$ cat src/design/ifd_fifo.sv
`timescale 1ns / 1ps
`default_nettype none
module ifd_fifo #(
  parameter int WIDTH = 8,
  parameter int DEPTH = 2
) (
  input  wire logic             clk,
  input  wire logic             rst,
  input  wire logic             in_valid,
  output logic                  in_ready,
  input  wire logic [WIDTH-1:0] in_data,
  output logic                  out_valid,
  input  wire logic             out_pop,
  output logic      [WIDTH-1:0] out_data
);

  localparam int PTR_W = (DEPTH > 1) ? $clog2(DEPTH) : 1;
  localparam int CNT_W = $clog2(DEPTH + 1);

  logic [WIDTH-1:0] mem [0:DEPTH-1];
  logic [PTR_W-1:0] wptr;
  logic [PTR_W-1:0] rptr;
  logic [CNT_W-1:0] count;
  logic             push;
  logic             pop;

  assign in_ready  = (count != CNT_W'(DEPTH));
  assign out_valid = (count != '0);
  assign out_data  = mem[rptr];
  assign push      = in_valid && in_ready;
  assign pop       = out_pop && out_valid;

  // pointers and fill count
  always_ff @(posedge clk) begin
    if (rst) begin
      wptr  <= '0;
      rptr  <= '0;
      count <= '0;
    end else begin
      if (push) begin
        wptr <= (wptr == PTR_W'(DEPTH - 1)) ? '0 : wptr + 1'b1;
      end
      if (pop) begin
        rptr <= (rptr == PTR_W'(DEPTH - 1)) ? '0 : rptr + 1'b1;
      end
      count <= count + CNT_W'(push) - CNT_W'(pop);
    end
  end

  // entry storage
  always_ff @(posedge clk) begin
    if (push) begin
      mem[wptr] <= in_data;
    end
  end

`ifndef SYNTHESIS
  a_count_range: assert property (@(posedge clk) disable iff (rst)
    count <= CNT_W'(DEPTH)) else $error("fifo count beyond depth");
  a_count_step: assert property (@(posedge clk) disable iff (rst)
    (push && !pop) |=> count == $past(count) + 1'b1) else $error("fifo count lost a push");
  a_pop_nonempty: assert property (@(posedge clk) disable iff (rst)
    (count == '0) |-> !pop) else $error("fifo pop while empty");
`endif

endmodule
`default_nettype wire

$ cat config.mk
export PLATFORM = sky130hd
export DESIGN_NAME = ifd_fifo
export DESIGN_NICKNAME = d
export VERILOG_FILES = /design/src/design/ifd_fifo.sv
export SDC_FILE = /design/constraint.sdc
export NUM_CORES = 1
export LEC_CHECK = 0
export ABC_AREA = 1
export BUFFER_PORTS_ARGS = -buffer_cell sky130_fd_sc_hd__buf_2
export CAP_MARGIN = 10
export CORE_ASPECT_RATIO = 0.75
export CORE_UTILIZATION = 44
export DETAILED_ROUTE_END_ITERATION = 16
export HOLD_SLACK_MARGIN = 0.03
export PLACE_DENSITY_LB_ADDON = 0.05
export SYNTH_ARGS = -nofsm -noshare
export SYNTH_HDL_FRONTEND = slang
export SYNTH_SLANG_ARGS = --single-unit
$ cat constraint.sdc
create_clock -name clk -period 1.4 [get_ports clk]
set_clock_uncertainty 0.1 [all_clocks]
set_input_delay 0.28 -clock clk [delete_from_list [all_inputs] [get_ports clk]]
set_output_delay 0.28 -clock clk [all_outputs]
set_load 0.02 [all_outputs]
==> Yosys cells after proc, flatten, opt, wreduce, memory -nomap -nowiden <==
Memories as Yosys holds them, arrays and structs flattened. A register that Yosys moved wholly into a read port is not among the register bits.
Index checks and enable logic that the tools add are counted.
{ "word_totals": {"n_memories": 1, "out_inout_bits": 10, "reg_bits": 4, "ramBits": 16} }
{ "op_classes": {"eq_ne": 1, "addsub": 4, "n_mux": 6, "reduce_logical": 3} }
{ "memory_table": {"columns": ["memory", "words", "width", "read_ports", "rd_ports_with_merged_regs", "wr", "line_no", "text"], "rows": [
  ["mem", 2, 8, 1, 1, 1, "20", "logic [WIDTH-1:0] mem [0:DEPTH-1];"]
]} }
{ "ops": {"columns": ["operator", "n"], "rows": [
  ["$mux W1", 6],
  ["$add A1 B1 Y1 const B", 2],
  ["$add A2 B1 Y2", 1],
  ["$logic_and A1 B1 Y1", 2],
  ["$ne A2 B2 Y1 const B", 1],
  ["$reduce_bool A2 Y1", 1],
  ["$sub A2 B1 Y2", 1]
]} }

==> Longest topological paths before layout <==
Gate-level depths: netlist (run 1).
{ "logic_depth": {"depth_word": 4, "ltp_mapped": 11, "ltp_nobuf": 11} }

==> Worst setup path before layout (run 1) <==
No wires, ideal clock.
{ "synth_path": {"path_type": "reg2reg", "from": "register count[0]", "to": "memory mem[0][0] (enable)", "path_stages_with_launch": 5, "t_required_ps": 930, "setup_time_ps": 370, "slack_ps": -77, "arrival_time_ps": 1007, "cell_sequence": "dfxtp_1 > inv_1 > nand2_2 > nand2_4 > nor2_1"} }
{ "synth_via": {"elab_chain_len": 4} }
{ "synth_rtl": {"columns": ["item", "line_no", "text"], "rows": [
  ["from (decl)", "23", "logic [CNT_W-1:0] count;"],
  ["from (signal assigned)", "46", "count <= count + CNT_W'(push) - CNT_W'(pop);"],
  ["$ne A2 B2 Y1", "27", "assign in_ready = (count != CNT_W'(DEPTH));"],
  ["named net in_ready", "10", "output logic in_ready,"],
  ["$logic_and A1 B1 Y1", "30", "assign push = in_valid && in_ready;"],
  ["$mux W1", "52", "if (push) begin"],
  ["$mux W1 (implied by the code)", "53", "mem[wptr] <= in_data;"],
  ["to (decl)", "20", null]
]} }
The timed path passes the listed nets, and every way through them passes these cells.

==> impl_metrics.yaml, run 1 <==
timing:
  slew_violations: 0
  setup_ws_ns: -0.2077
  hold_viol: 0
  whs_ns: 0.05608
  fmax_ghz: 0.6220
  rsz0062_at_grt: "yes"
  setup_violations: 9
  max_slew_margin_pct: 89.27
  period_share_pct: 114.8
  fin_crit_ns: 1.608
  worst_pin_slew_ns: 0.1609
cts:
  numCtsBuffers: 3
  cts_root_buffer: "clkbuf_4"
  cts_tree: "done"
  cts_max_level: 1
  clkLatencyLatePin_ns: 0.30
  clkSinkCount: 21
  clockBufferDepth: 2
  path_clk_slew_ns: 0.11
worst_setup_path:
  required_ns: 1.02
  worstSetupPathType: "flip-flop to output port"
  r2r-start: "count[1]$_SDFF_PP0_"
  path_cells: "buf_6 -> mux2_4 -> buf_6"
  max_stage_delay_ns: 0.36
  crit_slowest_cell: "dfxtp_2"
  worst-path-max-fanout: 5
  crit_buf_inv: 2
  critical_path.startpoint_type: "flip-flop"
  crit_family: "flip-flops"
  rr_endpoint: "count[1]$_SDFF_PP0_"
  cp.arrival_ns: 1.23
  rrSetupSlack_ns: -0.02
  cp_common_cell: "buf_6"
  reg2regPathDepth: 9
  end_kind: "output port"
finish:
  syn_to_final_growth_pct: 43.88
  layout-drive-gt1-share_pct: 60.00
  diodes: 0
  final_nets: 109
logic_synthesis:
  netlist-cell-type-count: 16
  synth_xor_area_share_pct: 1.045
  synth_top_family_by_area: "simple AND/OR/NAND/NOR gates"
  syn_nets: 74
  synth_area_leaders: "edfxtp_1 (57%), dfxtp_1 (12%), mux2_2 (11%)"
  muxShareOfSynthArea_pct: 10.75
  yosysWarnings: 0
  postSynthRegisterBits: 21
  synth_top_area_share_pct: 57.31
  yosys.area_share.simple_pct: 12.09
  avgSynthCellArea_sq_um: 13.74
  yosys.area.top_type: "edfxtp_1"
  postSynthCellCount: 61
  synth_adder_area_share_pct: 1.493
  seq_area_frac_synth_pct: 69.25
  synth_compound_area_share_pct: 1.194
  syn_area_sq_um: 838.3
detailed_routing:
  drtIter0Drc: 8
  wl_per_cell_um: 12.16
  drc: 0
  ant_nets: 0
  dr.pass1.iters: 3
  num_vias: 536
  viasPerCell: 4.581
  wl_um: 1423
placed_design:
  hpwl_um: 1026
  io_buffers: 21
  place_ws_ns: -0.02934
  gp_congestion: 0.7391
outcome:
  violations: "setup timing"
  status: "finished, violations left"
min_path:
  min_from: "rst"
  hold_path_class: "primary input to flip-flop"
  whs_path_depth: 2
  holdPathEnd: "count[0]$_SDFF_PP0_"
die:
  boundaryPins: 22
  dieArea_sq_um: 2086
  die_w_um: 52.40
  initial_utilization_pct: 47.72
  row_count: 13
  core_sq_um: 1757
  die_h_um: 39.80
global_routing:
  grt-ovfl-total: 0
  grt_max_degree: 13
  antenna_found_initial: 0
  grt_pass1_vias: 519
  grt_pass1_wl_um: 2208
  grtUsageTotal_pct: 16.78
job:
  max_cap_viol_count: 0
power:
  pwr_density_cell_nw_per_um2: 1872
  leakagePower_nw: 0.5197
  finalPower_w: 0.002258
  ir_drop_mv: 1.196
[worst max-delay path by stage]
stage / startpoint / slack, ns / endpoint / cells past startpoint
finish: flip-flop / -0.21 / out_data[6] / 3
global route: flip-flop / -0.27 / out_data[1] / 3
CTS: flip-flop / -0.22 / out_data[1] / 3
detailed placement: count[1]$_SDFF_PP0_ / -0.03 / count[1]$_SDFF_PP0_ / 10
global placement: count[1]$_SDFF_PP0_ / 0.009 / count[1]$_SDFF_PP0_ / 10
floorplan: count[0]$_SDFF_PP0_ / 0.006 / count[1]$_SDFF_PP0_ / 11
[power by group]
part	internal, W	switching [W]	total [W]	leakage, nW
sequential	0.000822	0.0000891	0.000911	0.192
clock	0.000107	0.000172	0.000278	0.0177
combinational	0.000566	0.000503	0.00107	0.310
total	0.00149	0.000764	0.00226	0.520
[registers in the layout, indices dropped and copies added (netlist names), named ones only]
signal,flops
count,2
mem,16
wptr,1
rptr,1
[cell usage after synthesis]
cell type and instances:
nand2_2 1, nand3_1 1, nor2_2 2, ha_1 1
nor3_2 1, nand2_4 1, buf_2 1, xnor2_1 1
nand2_1 6, a21oi_1 2, edfxtp_1 16, inv_1 8
dfxtp_1 5, nor2_4 1, nor2_1 6, mux2_2 8
[layout by cell type (no fill, tap or decap)]
cell / n
dfxtp_1: 2
xnor2_2: 1
inv_2: 1
ha_2: 1
nor3_2: 1
nand3_1: 1
inv_4: 1
nor2_2: 2
edfxtp_1: 16
dfxtp_2: 1
buf_4: 7
buf_6: 13
clkinv_2: 1
a21oi_1: 2
nand2_1: 6
inv_1: 6
nor2_1: 5
clkbuf_4: 3
nand2_4: 2
buf_2: 11
nor2_4: 2
mux2_4: 8
dfxtp_4: 2
[worst register-to-register path, cell delays in order (launching register included)]
cell,delay (ns)
dfxtp_4,0.38
nor2_4,0.15
nor2_4,0.06
xnor2_2,0.14
ha_2,0.19
inv_1,0.04
nand2_1,0.04
nand2_1,0.06
a21oi_1,0.11
nor2_1,0.06
[repair_timing]
action	4_1_cts	5_1_grt
hold buffers	0	0
setup buffers	2	0
resized for setup	37	4
pin swaps	5	1
setup endpoints to repair	11	16
cloned	0	0
[cell families (layout without fill, tap and decap cells)]
family          after synthesis  in the layout
buf+inv                       9             43
mux                           8              8
compound gates                2              2
fa+ha+maj                     1              1
flops                        21             21
xor+xnor                      1              1
simple gates                 19             19
[per-layer routing]
layer | global-route usage [%] | part of all wire [%]
met5 | 0 | 0
met4 | 5.921 | 0
met3 | 8.140 | 5.5
met2 | 29.43 | 54
met1 | 17.72 | 40
[area by class of cell]
type / instances / area [sq um]
clock buffers: 3 / 22.52
fillers: 141 / 550.5
repair buffers: 31 / 254.0
multi-input cells: 31 / 275.3
inverters: 8 / 32.53
well taps: 22 / 27.53
clock inverters: 1 / 5.005
flip-flops and latches: 21 / 589.3
[metrics by stage]
| step | utilization [%] | TNS [ns] | cells | instance area [sq um] |
|---|---|---|---|---|
| 6_report | 68.66 | -1.575 | 117 | 1206 |
| 5_1_grt | 68.66 | -2.241 | 117 | 1206 |
| 4_1_cts | 68.09 | -1.635 | 117 | 1196 |
| 3_5_place_dp | 58.90 | -0.02934 | 111 | 1035 |
| 3_3_place_gp | 58.90 | 0 | 111 | 1035 |
| 2_1_floorplan | - | 0 | 61 | 847.1 |
Note: power is estimated with default switching activity, not from simulation.
==> inputs of run 2 (changes only) <==
CORE_UTILIZATION = 47   (was 44)
CTS_BUF_LIST = sky130_fd_sc_hd__clkbuf_4 sky130_fd_sc_hd__clkbuf_8   (was not set)
==> impl_metrics.yaml, run 2 (synthesized netlist as in run 1, its figures left out) <==
timing:
  max_slew_margin_pct: 89.95
  fin_crit_ns: 1.587
  setup_tns_ns: -1.465
  setup_violations: 9
  slew_violations: 0
  fmax_ghz: 0.6301
  worst_pin_slew_ns: 0.1508
  hold_viol: 0
  period_share_pct: 113.4
  rsz0062_at_grt: "yes"
  setup_ws_ns: -0.1871
detailed_routing:
  dr.pass1.iters: 2
  drc: 0
  viasPerCell: 4.684
  num_vias: 534
  ant_nets: 0
  wl_um: 1368
  drtIter0Drc: 3
  wl_per_cell_um: 12.00
cts:
  clkLatencyLatePin_ns: 0.29
  clkSinkCount: 21
  cts_max_level: 1
  clockBufferDepth: 2
  cts_root_buffer: "clkbuf_4"
  cts_tree: "done"
  numCtsBuffers: 3
  post-cts-setup-buffer-count: 0
  path_clk_slew_ns: 0.10
power:
  finalPower_w: 0.002248
  pwr_density_cell_nw_per_um2: 1883
  internal_power_w: 0.001492
  pwr-share-clk_pct: 12.9
  ir_drop_mv: 1.419
  leakagePower_nw: 0.5070
  combPwrFrac_pct: 46.8
  pwr-share-seq_pct: 40.3
  power_switching_w: 0.0007558
  swShare_pct: 33.63
global_routing:
  met2_usage_pct: 26.67
  grt-ovfl-total: 0
  grtUsageTotal_pct: 15.73
  grt_use_met1_pct: 19.23
  antenna_found_initial: 0
  grt_max_degree: 12
  use_met3_pct: 5.882
  grt-busiest-layer: "met2"
  grt_pass1_wl_um: 2083
  grt_pass1_vias: 485
worst_setup_path:
  cp_common_cell: "buf_6"
  crit_buf_inv: 2
  cp.depth: 3
  cp.arrival_ns: 1.21
  crit_slowest_cell: "dfxtp_2"
  reg2regPathDepth: 10
  max_stage_delay_ns: 0.35
  crit_family: "flip-flops"
  path_cells: "buf_6 -> mux2_4 -> buf_6"
  worstSetupPathType: "flip-flop to output port"
  end_kind: "output port"
  worst-path-max-fanout: 4
  critical_path.startpoint_type: "flip-flop"
  required_ns: 1.02
finish:
  largest_reg_flops: 16
  top_regs: "mem x16, count x2"
  final_nets: 107
  final_cells: 114
  layout_commonest_cell: "edfxtp_1"
  syn_to_final_growth_pct: 42.39
  layout-drive-gt1-share_pct: 63.44
  regMostFlops: "mem"
  diodes: 0
  layout_common_cells: "edfxtp_1 (16), buf_2 (12), buf_6 (11)"
  fin_util_pct: 75.71
outcome:
  violations: "setup timing"
  status: "finished, violations left"
placed_design:
  gp_congestion: 0.7977
  io_buffers: 21
  place_ws_ns: -0.02810
  dp.cells: 110
  hpwl_um: 953.3
die:
  die_h_um: 38.58
  boundaryPins: 22
  core_sq_um: 1577
  dieArea_sq_um: 1958
  initial_utilization_pct: 53.17
  die_w_um: 50.77
  row_count: 12
min_path:
  whs_path_depth: 2
  hold_path_class: "primary input to flip-flop"
job:
  max_cap_viol_count: 0
[run 2: cell count changes in the layout (fill, tap and decap cells not counted), sizes merged]
cell / delta
buf: -2
clkbuf: +1
clkinv: -1
[run 2: metal layers]
layer / part of all wire, % / wire (um) / vias to the layer above
li1: - / - / 271
met1: 47 / 639 / 247
met2: 48 / 662 / 16
met3: 4.8 / 66 / 0
met4: 0 / 0 / 0
met5: 0 / 0 / -
[run 2: area by class of cell]
type,count,area [sq um]
clock buffer,4,30.03
sequential,21,589.3
multi-input combinational,31,289.0
fill,114,382.9
tap,21,26.28
inverter,8,30.03
timing repair buffer,29,229.0
[run 2: path summary, 6_finish.rpt]
| kind | startpoint | end | slack [ns] |
|---|---|---|---|
| worst min register to register | rptr$_SDFFE_PP0P_ | flip-flop | 0.42 |
| worst max register to register | count[0]$_SDFF_PP0_ | count[1]$_SDFF_PP0_ | -0.04 |
| worst max-delay path | flip-flop | out_data[7] | -0.19 |
| worst min-delay path | rst | count[0]$_SDFF_PP0_ | 0.06 |
[run 2: repair_timing]
| item | CTS | global route |
|---|---|---|
| hold buffers | 0 | 0 |
| gates resized for setup | 33 | 8 |
| setup endpoints to repair | 10 | 10 |
| pin swaps | 2 | 7 |
[run 2: metrics by stage]
step | cell area [sq um] | hold WS [ns]
after global routing | 1194 | 0.05389
after floorplan | 847.1 | 0.2438
final | 1194 | 0.05768
after CTS | 1171 | 0.05807
after detailed placement | 1033 | 0.3716
after global placement | 1033 | 0.3682
[run 2: power by group through the flow]
stage	Clock (W)	Sequential (W)	Combinational (W)
final	0.000290	0.000906	0.00105
after global routing	0.000321	0.000920	0.00112
after CTS	0.000300	0.000899	0.000963
after detailed placement	0	0.000882	0.000770
after global placement	0	0.000876	0.000764
after floorplan	0	0.000866	0.000529
