===== src/design/ifd_pkg.sv =====
`timescale 1ns / 1ps
`default_nettype none
package ifd_pkg;

  localparam int DATA_W = 64;
  localparam int STAT_W = 2;
  localparam int ET_W   = 3;

  typedef enum logic [ET_W-1:0] {
    ET_U8  = 3'd0,
    ET_I8  = 3'd1,
    ET_I16 = 3'd2,
    ET_I32 = 3'd3,
    ET_I64 = 3'd4
  } elem_type_t;

  localparam logic [STAT_W-1:0] ST_OK  = 2'd0;
  localparam logic [STAT_W-1:0] ST_DZ  = 2'd1;
  localparam logic [STAT_W-1:0] ST_OVF = 2'd2;

  // per-item flags carried from the front part to the back part
  typedef struct packed {
    logic neg_q;  // operand signs differ
    logic sext;   // signed element type
    logic dz;     // divisor is zero
  } meta_t;

endpackage
`default_nettype wire


===== src/design/ifd_front.sv =====
`timescale 1ns / 1ps
`default_nettype none
module ifd_front
  import ifd_pkg::*;
#(
  parameter int MW = 64
) (
  input  wire logic              clk,
  input  wire logic              rst,
  input  wire logic              cfg_we,
  input  wire logic [ET_W-1:0]   cfg_wdata,
  input  wire logic              in_valid,
  output logic                   in_ready,
  input  wire logic [DATA_W-1:0] dividend,
  input  wire logic [DATA_W-1:0] divisor,
  output logic                   out_valid,
  input  wire logic              out_ready,
  output logic      [MW-1:0]     out_ma,
  output logic      [MW-1:0]     out_mb,
  output logic      [MW-1:0]     out_mask,
  output meta_t                  out_meta
);

  elem_type_t      elem_type;
  logic [6:0]      typew;
  logic [6:0]      w;
  logic            sext;
  logic [MW-1:0]   mask;
  logic [MW-1:0]   topb;
  logic [MW-1:0]   a;
  logic [MW-1:0]   b;
  logic [MW-1:0]   sa;
  logic [MW-1:0]   sb;
  logic            neg_a;
  logic            neg_b;
  logic            take;

  // element type register
  always_ff @(posedge clk) begin
    if (rst) begin
      elem_type <= ET_I64;
    end else if (cfg_we) begin
      elem_type <= elem_type_t'(cfg_wdata);
    end
  end

  // element width and signedness
  always_comb begin
    sext = 1'b1;
    case (elem_type)
      ET_U8: begin
        typew = 7'd8;
        sext  = 1'b0;
      end
      ET_I8:   typew = 7'd8;
      ET_I16:  typew = 7'd16;
      ET_I32:  typew = 7'd32;
      default: typew = 7'd64;
    endcase
    w = (typew > 7'(MW)) ? 7'(MW) : typew;
    for (int i = 0; i < MW; i++) begin
      mask[i] = (7'(i) < w);
    end
  end

  // masked operands, sign and magnitude
  always_comb begin
    topb  = mask ^ (mask >> 1);
    a     = dividend[MW-1:0] & mask;
    b     = divisor[MW-1:0] & mask;
    neg_a = sext && ((a & topb) != '0);
    neg_b = sext && ((b & topb) != '0);
    sa    = neg_a ? (a | ~mask) : a;
    sb    = neg_b ? (b | ~mask) : b;
  end

  assign in_ready = !out_valid || out_ready;
  assign take     = in_valid && in_ready;

  always_ff @(posedge clk) begin
    if (rst) begin
      out_valid <= 1'b0;
    end else if (in_ready) begin
      out_valid <= in_valid;
    end
  end

  // classified item register
  always_ff @(posedge clk) begin
    if (take) begin
      out_ma         <= neg_a ? (MW'(0) - sa) : sa;
      out_mb         <= neg_b ? (MW'(0) - sb) : sb;
      out_mask       <= mask;
      out_meta.neg_q <= neg_a ^ neg_b;
      out_meta.sext  <= sext;
      out_meta.dz    <= (b == '0);
    end
  end

endmodule
`default_nettype wire


===== config.mk =====
export PLATFORM = sky130hd
export DESIGN_NAME = ifd_front
export DESIGN_NICKNAME = d
export VERILOG_FILES = /design/src/design/ifd_pkg.sv /design/src/design/ifd_front.sv
export SDC_FILE = /design/constraint.sdc
export NUM_CORES = 1
export LEC_CHECK = 0
export ABC_AREA = 1
export BUFFER_PORTS_ARGS = -buffer_cell sky130_fd_sc_hd__buf_2
export CAP_MARGIN = 20
export CORE_AREA = 2 2 165 167
export DETAILED_ROUTE_END_ITERATION = 8
export DIE_AREA = 0 0 167 169
export PLACE_DENSITY = 0.67
export SLEW_MARGIN = 5
export SYNTH_ARGS = -nofsm -noshare
export SYNTH_HDL_FRONTEND = slang
export SYNTH_SLANG_ARGS = --single-unit

===== constraint.sdc =====
create_clock -name clk -period 8.34 [get_ports clk]
set_input_delay 1.251 -clock clk [delete_from_list [all_inputs] [get_ports clk]]
set_output_delay 1.251 -clock clk [all_outputs]
set_load 0.005 [all_outputs]

=== Word-level counts from Yosys, hierarchy flattened ===
Cells that the tools add are included.
Widths: inputs -> output; s select.

* Bits in registers: 199
* Output and inout bits: 197
* Logic and storage cells: 104

* $add $sub $neg: 2
* Magnitude comparators: 65
* Equality and inequality tests: 3
* Multiplexer cells: 7
* Bitwise operators: 9
* Reductions and logical operators: 10

{| class="wikitable"
|+ Operators by type and width
! cell !! count
|-
| $and 64x64->64 || 4
|-
| $mux 64 || 4
|-
| $lt 6x7->1 const A || 32
|-
| $or 64x64->64 || 2
|-
| $reduce_bool 64->1 || 2
|-
| $sub 1x64->64 const A || 2
|-
| $lt 5x7->1 const A || 16
|-
| $logic_not 64->1 || 1
|-
| $not 64->64 || 1
|-
| $xor 64x63->64 || 1
|-
| $lt 4x7->1 const A || 8
|-
| $lt 3x7->1 const A || 4
|-
| $pmux 7 s3 || 1
|-
| $lt 1x7->1 const A || 2
|-
| $lt 2x7->1 const A || 2
|-
| $gt 7x7->1 const B || 1
|-
| $mux 7 || 1
|-
| $eq 3x2->1 const B || 2
|-
| $eq 3x1->1 const B || 1
|-
| $logic_and 1x1->1 || 3
|-
| $logic_not 3->1 || 1
|-
| $reduce_or 2->1 || 1
|-
| $logic_not 1->1 || 1
|-
| $logic_or 1x1->1 || 1
|-
| other kinds (2) || 2
|}

=== Longest topological paths before layout ===
Gate-level depths: netlist (run 1).

* Depth in word-level cells: 13
* Depth in mapped cells: 19

=== Worst setup path before layout (run 1) ===
No wires, ideal clock.

* Kind: input-to-reg
* Start point: in in_valid
* End point: reg out_ma[0] (enable)
* Library setup time: 0.683 ns
* Data arrival time: 7.981 ns
* Required time: 7.657 ns
* Setup slack: -0.324 ns
* Cell stages on the path: 2
* Buffers on the path: 0
* Cell sequence: inv_1 > a21oi_1

* Word-level cells in the longest chain between the ends: 1

{| class="wikitable"
|+ Ends and longest elaborated chain
! element !! RTL line !! RTL
|-
| from (decl) || ifd_front.sv:12 || <nowiki>input wire logic in_valid,</nowiki>
|-
| $logic_and 1x1->1 || ifd_front.sv:78 || <nowiki>assign take = in_valid && in_ready;</nowiki>
|-
| named net take || ifd_front.sv:36 || <nowiki>logic take;</nowiki>
|-
| to (signal assigned) || ifd_front.sv:91 || <nowiki>out_ma <= neg_a ? (MW'(0) - sa) : sa;</nowiki>
|-
| to (decl) || ifd_front.sv:18 || <nowiki>output logic [MW-1:0] out_ma,</nowiki>
|}

The timed path passes the listed nets, and every way through them passes these cells.
A chain may end at the register's enable or synchronous reset.

=== Worst setup path in the final report (run 1) ===
* Start point: reg elem_type[2]
* End point: reg out_ma[41], data pin

* Word-level cells in the longest chain between the ends: 13
* Elaborated cells between the ends (all ways): 83
* Classes of those cells: 1 x add/sub; 65 x order compare; 3 x eq/ne; 5 x mux; 5 x bitwise; 4 x reduce/logical

{| class="wikitable"
|+ Ends and longest elaborated chain
! element !! RTL line !! RTL
|-
| from (decl) || ifd_front.sv:24 || <nowiki>elem_type_t elem_type;</nowiki>
|-
| from (signal assigned) || ifd_front.sv:43 || <nowiki>elem_type <= elem_type_t'(cfg_wdata);</nowiki>
|-
| $eq 3x1->1 or $logic_not 3->1 (tied branches) || ifd_front.sv:50 || <nowiki>case (elem_type)</nowiki>
|-
| $reduce_or 2->1 (no source line) || - ||
|-
| $pmux 7 s3 || ifd_front.sv:50 ||
|-
| $gt 7x7->1 || ifd_front.sv:60 || <nowiki>w = (typew > 7'(MW)) ? 7'(MW) : typew;</nowiki>
|-
| $mux 7 || ifd_front.sv:60 ||
|-
| $lt 1x7->1, or another cell as far along || ifd_front.sv:62 || <nowiki>mask[i] = (7'(i) < w);</nowiki>
|-
| $and 64x64->64 or $xor 64x63->64 (tied branches) || ifd_front.sv:69, ifd_front.sv:68 ||
|-
| $and 64x64->64 || ifd_front.sv:71 || <nowiki>neg_a = sext && ((a & topb) != '0);</nowiki>
|-
| $reduce_bool 64->1 || ifd_front.sv:71 ||
|-
| $logic_and 1x1->1 || ifd_front.sv:71 ||
|-
| $mux 64 || ifd_front.sv:73 || <nowiki>sa = neg_a ? (a | ~mask) : a;</nowiki>
|-
| $sub 1x64->64 || ifd_front.sv:91 ||
|-
| $mux 64 * || ifd_front.sv:91 ||
|}

Every way passes the cells marked *; elsewhere a longest branch is shown, timed or not.

==> flow_metrics.env, run 1 <==
export IMPL_status="finished, final reports clean"
export IMPL_grt_use_total_pct=22.7
export IMPL_cp_required_ns=8.53
export IMPL_final_max_slew_viol_count=0
export IMPL_cts_tree="built"
export IMPL_yosys_warnings=0
export IMPL_area_growth_pct=20.0
export IMPL_cp_top_family="simple AND/OR/NAND/NOR gates"
export IMPL_place_gp_congestion=0.930
export IMPL_async_reset_ff_share_pct=0
export IMPL_min_path_type="reg2reg"
export IMPL_die_w_um=167
export IMPL_numClockSinks=143
export IMPL_avgRoutedWirePerCell_um=16.5
export IMPL_routed_wl_um=32900
export IMPL_ir_drop_v=0.000113
export IMPL_worst_pin_slew_ns=1.11
export IMPL_max_freq_ghz=0.257
export IMPL_fp_dieH_um=169
export IMPL_h_tree_depth=4
export IMPL_drive_gt1_share_pct=27.2
export IMPL_initial_utilization_pct=39.3
export IMPL_relSlewSlack_pct=25.7
export IMPL_yosys_register_bits=143
export IMPL_synth_area_um2=10400
export IMPL_antenna_found_initial=2
export IMPL_cts_hold_buf=0
export IMPL_critPathMaxStageDelay_ns=0.65
export IMPL_cts_resized=0
export IMPL_fin_skew_ns=0.0141
export IMPL_syn_instance_count=1387
export IMPL_vias=9971
export IMPL_final_setup_viol_count=0
export IMPL_fin_total_pwr_w=0.00242
export IMPL_timing_rr_start="elem_type[2]"
export IMPL_crit_path_end_kind="register"
export IMPL_finalSetupTns_ns=0
export IMPL_dp_hpwl_um=25500
export IMPL_critPathMaxFanout=68
export IMPL_crit_path_start_kind="register"
export IMPL_clock_latency_ns=0.44
export IMPL_ant_nets=0
export IMPL_power_per_cell_area_nw_per_um2=194
export IMPL_instances_no_fill=1995
export IMPL_numCtsBuffers=17
export IMPL_syn_area_per_cell_um2=7.50
export IMPL_max_cap_violations=0
export IMPL_syn_num_nets=1525
export IMPL_io_buffers=332
export IMPL_drt_first_pass_iters=5
export IMPL_critical_path_class="reg2reg"
export IMPL_clk_path_buf_depth=2
export IMPL_hp_start="out_valid"
export IMPL_leakagePower_nw=6.17
export IMPL_critPathBufInv=3
export IMPL_cts_setup_buffers=0
export IMPL_cts_clk_slew_worst_paths_ns=0.07
export IMPL_startpoint="elem_type[2]"
export IMPL_min_period_ns=3.89
export IMPL_drc=0
export IMPL_dieArea_um2=28200
export IMPL_io_pins=333
export IMPL_synth_flop_cell="edfxtp_1"
export IMPL_grt_remaining_overflow=0
export IMPL_post_route_period_util_pct=46.6
export IMPL_grt_pass1_vias=9399
export IMPL_ys_seq_area_share_pct=40.9
export IMPL_final_hold_violation_count=0
export IMPL_crit_arrival_ns=4.08
export IMPL_utilization_pct=47.1
export IMPL_cp_cell_sequence="buf_4, inv_4, nand4_1, nand2_1, nor2_1, nand2_4, nand2_1, inv_2, nand2_1, nand3_2, o21bai_1, nand2_1"
export IMPL_viasPerCell=5.00
export IMPL_root_buffer="clkbuf_16"
export IMPL_crit_top_cell="nand2_1"
export IMPL_layout_nets=1777
export IMPL_synth_edf_count=139
export IMPL_placed_cells=1961
export IMPL_rsz0062_at_grt="no"
export IMPL_cpMaxStageDelayCell="nand2_1"
export IMPL_grt_max_degree=69
export IMPL_grt_pass1_wl_um=50400
export IMPL_rows=60
export IMPL_drtIter0Drc=729
export IMPL_coreArea_um2=26500
export IMPL_ys_types=41
cell type report:
cell class | count | area [um2]
Multi-Input combinational cell | 1013 | 4990
Tap cell | 341 | 427
Clock inverter | 14 | 204
Timing Repair Buffer | 336 | 1690
Fill cell | 2717 | 14000
Inverter | 128 | 485
Antenna cell | 2 | 5.00
Sequential cell | 143 | 4260
Clock buffer | 18 | 429
layout by cell type (no fill, tap or decap), types with 11 or more instances in the layout:
| cell type | netlist | final |
|---|---|---|
| edfxtp_1 | 139 | 139 |
| clkbuf_16 | 0 | 17 |
| inv_1 | 116 | 116 |
| nand2_2 | 20 | 20 |
| nand2_1 | 483 | 483 |
| nor3_1 | 14 | 14 |
| nand4_1 | 30 | 30 |
| buf_2 | 6 | 332 |
| xnor2_1 | 39 | 39 |
| nand3_1 | 118 | 118 |
| nor2_2 | 14 | 14 |
| o21ai_0 | 27 | 27 |
| xor2_1 | 44 | 44 |
| o21ai_1 | 11 | 11 |
| nor2_1 | 146 | 146 |
final timing paths:
check | endpoint | slack, ns | cells after the start
hold reg to reg | out_valid | 0.54 | 2
hold / removal | out_valid | 0.54 | 2
setup reg to reg | out_ma[41] | 4.45 | 12
setup / recovery | out_ma[41] | 4.45 | 12
synthesized netlist by cell type, types with 3 or more instances:
cell type | instances | area share, %
inv_2 | 10 | 0.36
nor2_1 | 146 | 5.3
o21ai_2 | 3 | 0.25
buf_6 | 10 | 1.1
clkbuf_1 | 21 | 0.76
nor2_4 | 7 | 0.76
buf_1 | 7 | 0.25
nand4_1 | 30 | 1.8
nor2_2 | 14 | 0.84
inv_1 | 116 | 4.2
nor3_1 | 14 | 0.67
xnor2_1 | 39 | 3.3
o21ai_0 | 27 | 1.3
nand2_4 | 5 | 0.54
buf_2 | 6 | 0.29
o21ai_1 | 11 | 0.53
nand3b_1 | 8 | 0.58
nand2_2 | 20 | 1.2
nand3_4 | 5 | 0.84
nand2_1 | 483 | 17
nand3_2 | 10 | 0.96
dfxtp_1 | 4 | 0.77
edfxtp_1 | 139 | 40
xor2_1 | 44 | 3.7
a21oi_1 | 11 | 0.53
nand3_1 | 118 | 5.7
buf_4 | 59 | 4.3
flip-flops by register name, indices dropped and copies added, names as in the netlist:
name	flops
out_ma	64
out_mb	64
out_mask	8
out_meta	3
elem_type	3
out_valid	1
cell families (layout without fill, tap and decap cells):
kind of cell / count (synthesis) / count (layout) / share of synthesized area, %
compound gates: 59 / 59 / 3.10
flops: 143 / 143 / 40.9
other cells: 1 / 3 / 0.0360
xor+xnor: 83 / 83 / 6.98
fa+ha+maj: 2 / 2 / 0.240
simple gates: 868 / 868 / 37.5
buf+inv: 231 / 496 / 11.3
through the flow:
stage / cell area, um2 / hold WS [ns] / setup WS, ns
after floorplan: 10400 / 0.520 / 2.54
after CTS: 12500 / 0.537 / 4.44
after global placement: 11800 / 0.513 / 4.46
after global routing: 12500 / 0.577 / 4.12
final: 12500 / 0.536 / 4.45
after detailed placement: 11800 / 0.527 / 4.34
per-layer routing:
layer  track usage (%)  share of wire, %
met4              7.57               2.4
met1              28.6                42
met5                 0                 0
met3              4.07               7.2
met2              39.3                49
worst reg2reg max path, stage by stage (launching register included):
cell and delay [ns]:
dfxtp_2 0.36, buf_4 0.58, inv_4 0.26, nand4_1 0.13, nand2_1 0.05, nor2_1 0.18
nand2_4 0.12, nand2_1 0.65, inv_2 0.61, nand2_1 0.34, nand3_2 0.13, o21bai_1 0.16
nand2_1 0.07
power by group:
group | total [W] | leakage [nW] | internal, W | switching (W)
combinational | 0.000624 | 4.50 | 0.000226 | 0.000398
clock | 0.000859 | 0.299 | 0.000507 | 0.000351
sequential | 0.000939 | 1.38 | 0.000911 | 0.0000277
Power figures use the tool's default switching activity.
==> run 2, diff against run 1 <==
Settings changed: PLACE_DENSITY 0.67 to unset.
Clock period 8.34 ns to 4 ns, I/O delays scaled along.
==> run 2 against run 1 <==
Register-to-register slack worse by 3.5 ns. Total power is 100% higher. Clock skew is 0.0039 ns lower. Sequential share of layout area is 0.11 points higher. Largest power group unchanged. Global-route usage is 0.48 points higher. Wire length is 0.82% higher. Utilization is 0.16 points lower. Critical endpoint is now out_mb[61].
==> flow_metrics.env, run 2 (synthesis results as in run 1) <==
export IMPL_coreArea_um2=26500
export IMPL_worst_pin_slew_ns=0.770
export IMPL_utilization_pct=47.0
export IMPL_rsz0062_at_grt="no"
export IMPL_place_gp_congestion=0.954
export IMPL_cp_required_ns=4.20
export IMPL_post_route_period_util_pct=75.3
export IMPL_io_pins=333
export IMPL_rows=60
export IMPL_relSlewSlack_pct=48.7
export IMPL_max_freq_ghz=0.332
export IMPL_cp_top_family="simple AND/OR/NAND/NOR gates"
export IMPL_final_hold_violation_count=0
export IMPL_io_buffers=332
export IMPL_cts_clk_slew_worst_paths_ns=0.07
export IMPL_numCtsBuffers=17
export IMPL_min_period_ns=3.01
export IMPL_numClockSinks=143
export IMPL_ant_nets=0
export IMPL_power_per_cell_area_nw_per_um2=388
export IMPL_cts_resized=0
export IMPL_final_setup_viol_count=0
export IMPL_critical_path_class="reg2reg"
export IMPL_max_cap_violations=0
export IMPL_cts_hold_buf=0
export IMPL_cp_cell_sequence="nand2_1, nand2_1, inv_2, nand3_4, nand2_1, nor2_1, nand3b_1, nor2_1, nand2_1, nand2_2, nand3_1, nand2_1, nand2_1"
export IMPL_r2r_cells=13
export IMPL_grt_use_total_pct=23.2
export IMPL_grt_pass1_wl_um=50900
export IMPL_critPathBufInv=1
export IMPL_grt_max_degree=140
export IMPL_grt_pass1_vias=9342
export IMPL_reg_largest_list="out_ma: 64 flops, out_mb: 64 flops, out_mask: 8 flops"
export IMPL_final_common_cell="nand2_1"
export IMPL_cts_setup_buffers=0
export IMPL_die_w_um=167
export IMPL_drtIter0Drc=734
export IMPL_fin_skew_ns=0.0102
export IMPL_drt_first_pass_iters=6
export IMPL_crit_cells=13
export IMPL_fp_dieH_um=169
export IMPL_worstReg2RegEnd="out_mb[61]"
export IMPL_leakagePower_nw=6.16
export IMPL_hp_start="dividend[0]"
export IMPL_grt_remaining_overflow=0
export IMPL_clock_latency_ns=0.44
export IMPL_crit_end="out_mb[61]"
export IMPL_h_tree_depth=4
export IMPL_dp_hpwl_um=25700
export IMPL_viasPerCell=4.93
export IMPL_crit_top_cell="nand2_1"
export IMPL_timing_rr_start="elem_type[0]"
export IMPL_wl_met2_um=16100
export IMPL_critPathMaxStageDelay_ns=0.45
export IMPL_final_cell_mix="nand2_1, buf_2, nor2_1"
export IMPL_placed_cells=1965
export IMPL_instances_no_fill=1999
export IMPL_clk_path_buf_depth=2
export IMPL_finalSetupTns_ns=0
export IMPL_m1WireLength_um=14100
export IMPL_crit_path_start_kind="register"
export IMPL_area_growth_pct=19.6
export IMPL_vias=9865
export IMPL_avgRoutedWirePerCell_um=16.6
export IMPL_drive_gt1_share_pct=27.4
export IMPL_r2r_slack_ns=0.99
export IMPL_routed_wl_um=33100
export IMPL_cts_tree="built"
export IMPL_fillers=2768
export IMPL_top_layer="met4"
export IMPL_antenna_found_initial=3
export IMPL_min_path_type="in2reg"
export IMPL_root_buffer="clkbuf_16"
export IMPL_final_max_slew_viol_count=0
export IMPL_ir_drop_v=0.000211
export IMPL_startpoint="elem_type[0]"
export IMPL_cpMaxStageDelayCell="dfxtp_1"
export IMPL_wl_met3_um=2000
export IMPL_critPathMaxFanout=26
export IMPL_status="finished, final reports clean"
export IMPL_initial_utilization_pct=39.3
export IMPL_drc=0
export IMPL_crit_path_end_kind="register"
export IMPL_layout_nets=1781
export IMPL_dieArea_um2=28200
export IMPL_crit_arrival_ns=3.21
## run 2: changes by cell type in the layout (fill, tap and decap cells not counted)
cell        delta
buf_12         +1
inv_8          +1
clkbuf_1       -1
clkinv_1       +1
clkinv_4       +1
bufinv_16      -4
clkinvlp_4     +1
buf_4          +3
inv_6          +1
## run 2: worst reg2reg max path, delay by kind of cell (launching register included)
kind                   cells  cell delay, ns
flip-flops                 1            0.45
AND/OR/NAND/NOR           12            2.13
buffers and inverters      1            0.20
## run 2: how the worst min path moves through the flow
stage / depth (start not counted) / slack, ns / endpoint
detailed placement: 2 / 0.53 / out_valid
finish: 1 / 0.36 / out_ma[0]
global route: 1 / 0.34 / out_ma[0]
global placement: 2 / 0.52 / out_valid
floorplan: 2 / 0.54 / out_valid
CTS: 1 / 0.35 / out_ma[0]
## run 2: report_power, final
part,switching (W),leakage (nW),internal (W),total (W)
registers,0.0000601,1.38,0.00190,0.00196
clock network,0.000745,0.257,0.000810,0.00156
logic,0.000838,4.52,0.000478,0.00132
## run 2: per-stage QoR
step	total power, W	hold slack, ns	setup slack (ns)	area (um2)
2_1_floorplan	0.00285	0.542	0.564	10400
3_3_place_gp	0.00330	0.522	0.879	11900
3_5_place_dp	0.00331	0.530	0.908	11900
4_1_cts	0.00487	0.350	0.996	12400
5_1_grt	0.00510	0.343	0.677	12400
6_report	0.00483	0.356	0.988	12400
## run 2: routing by layer
| layer | vias up | track usage (%) |
|---|---|---|
| li1 | 4929 | - |
| met1 | 4538 | 30.1 |
| met2 | 351 | 38.7 |
| met3 | 47 | 4.16 |
| met4 | 0 | 8.58 |
| met5 | - | 0 |
## run 2: cell type report
type	count	area (um2)	area share, %
Sequential cell	143	4260	34.2
Antenna cell	2	5.00	0.0402
Inverter	128	485	3.90
Multi-Input combinational cell	1013	4990	40.1
Clock buffer	17	425	3.42
Clock inverter	15	124	0.995
Tap cell	341	427	3.43
Timing Repair Buffer	340	1730	13.9
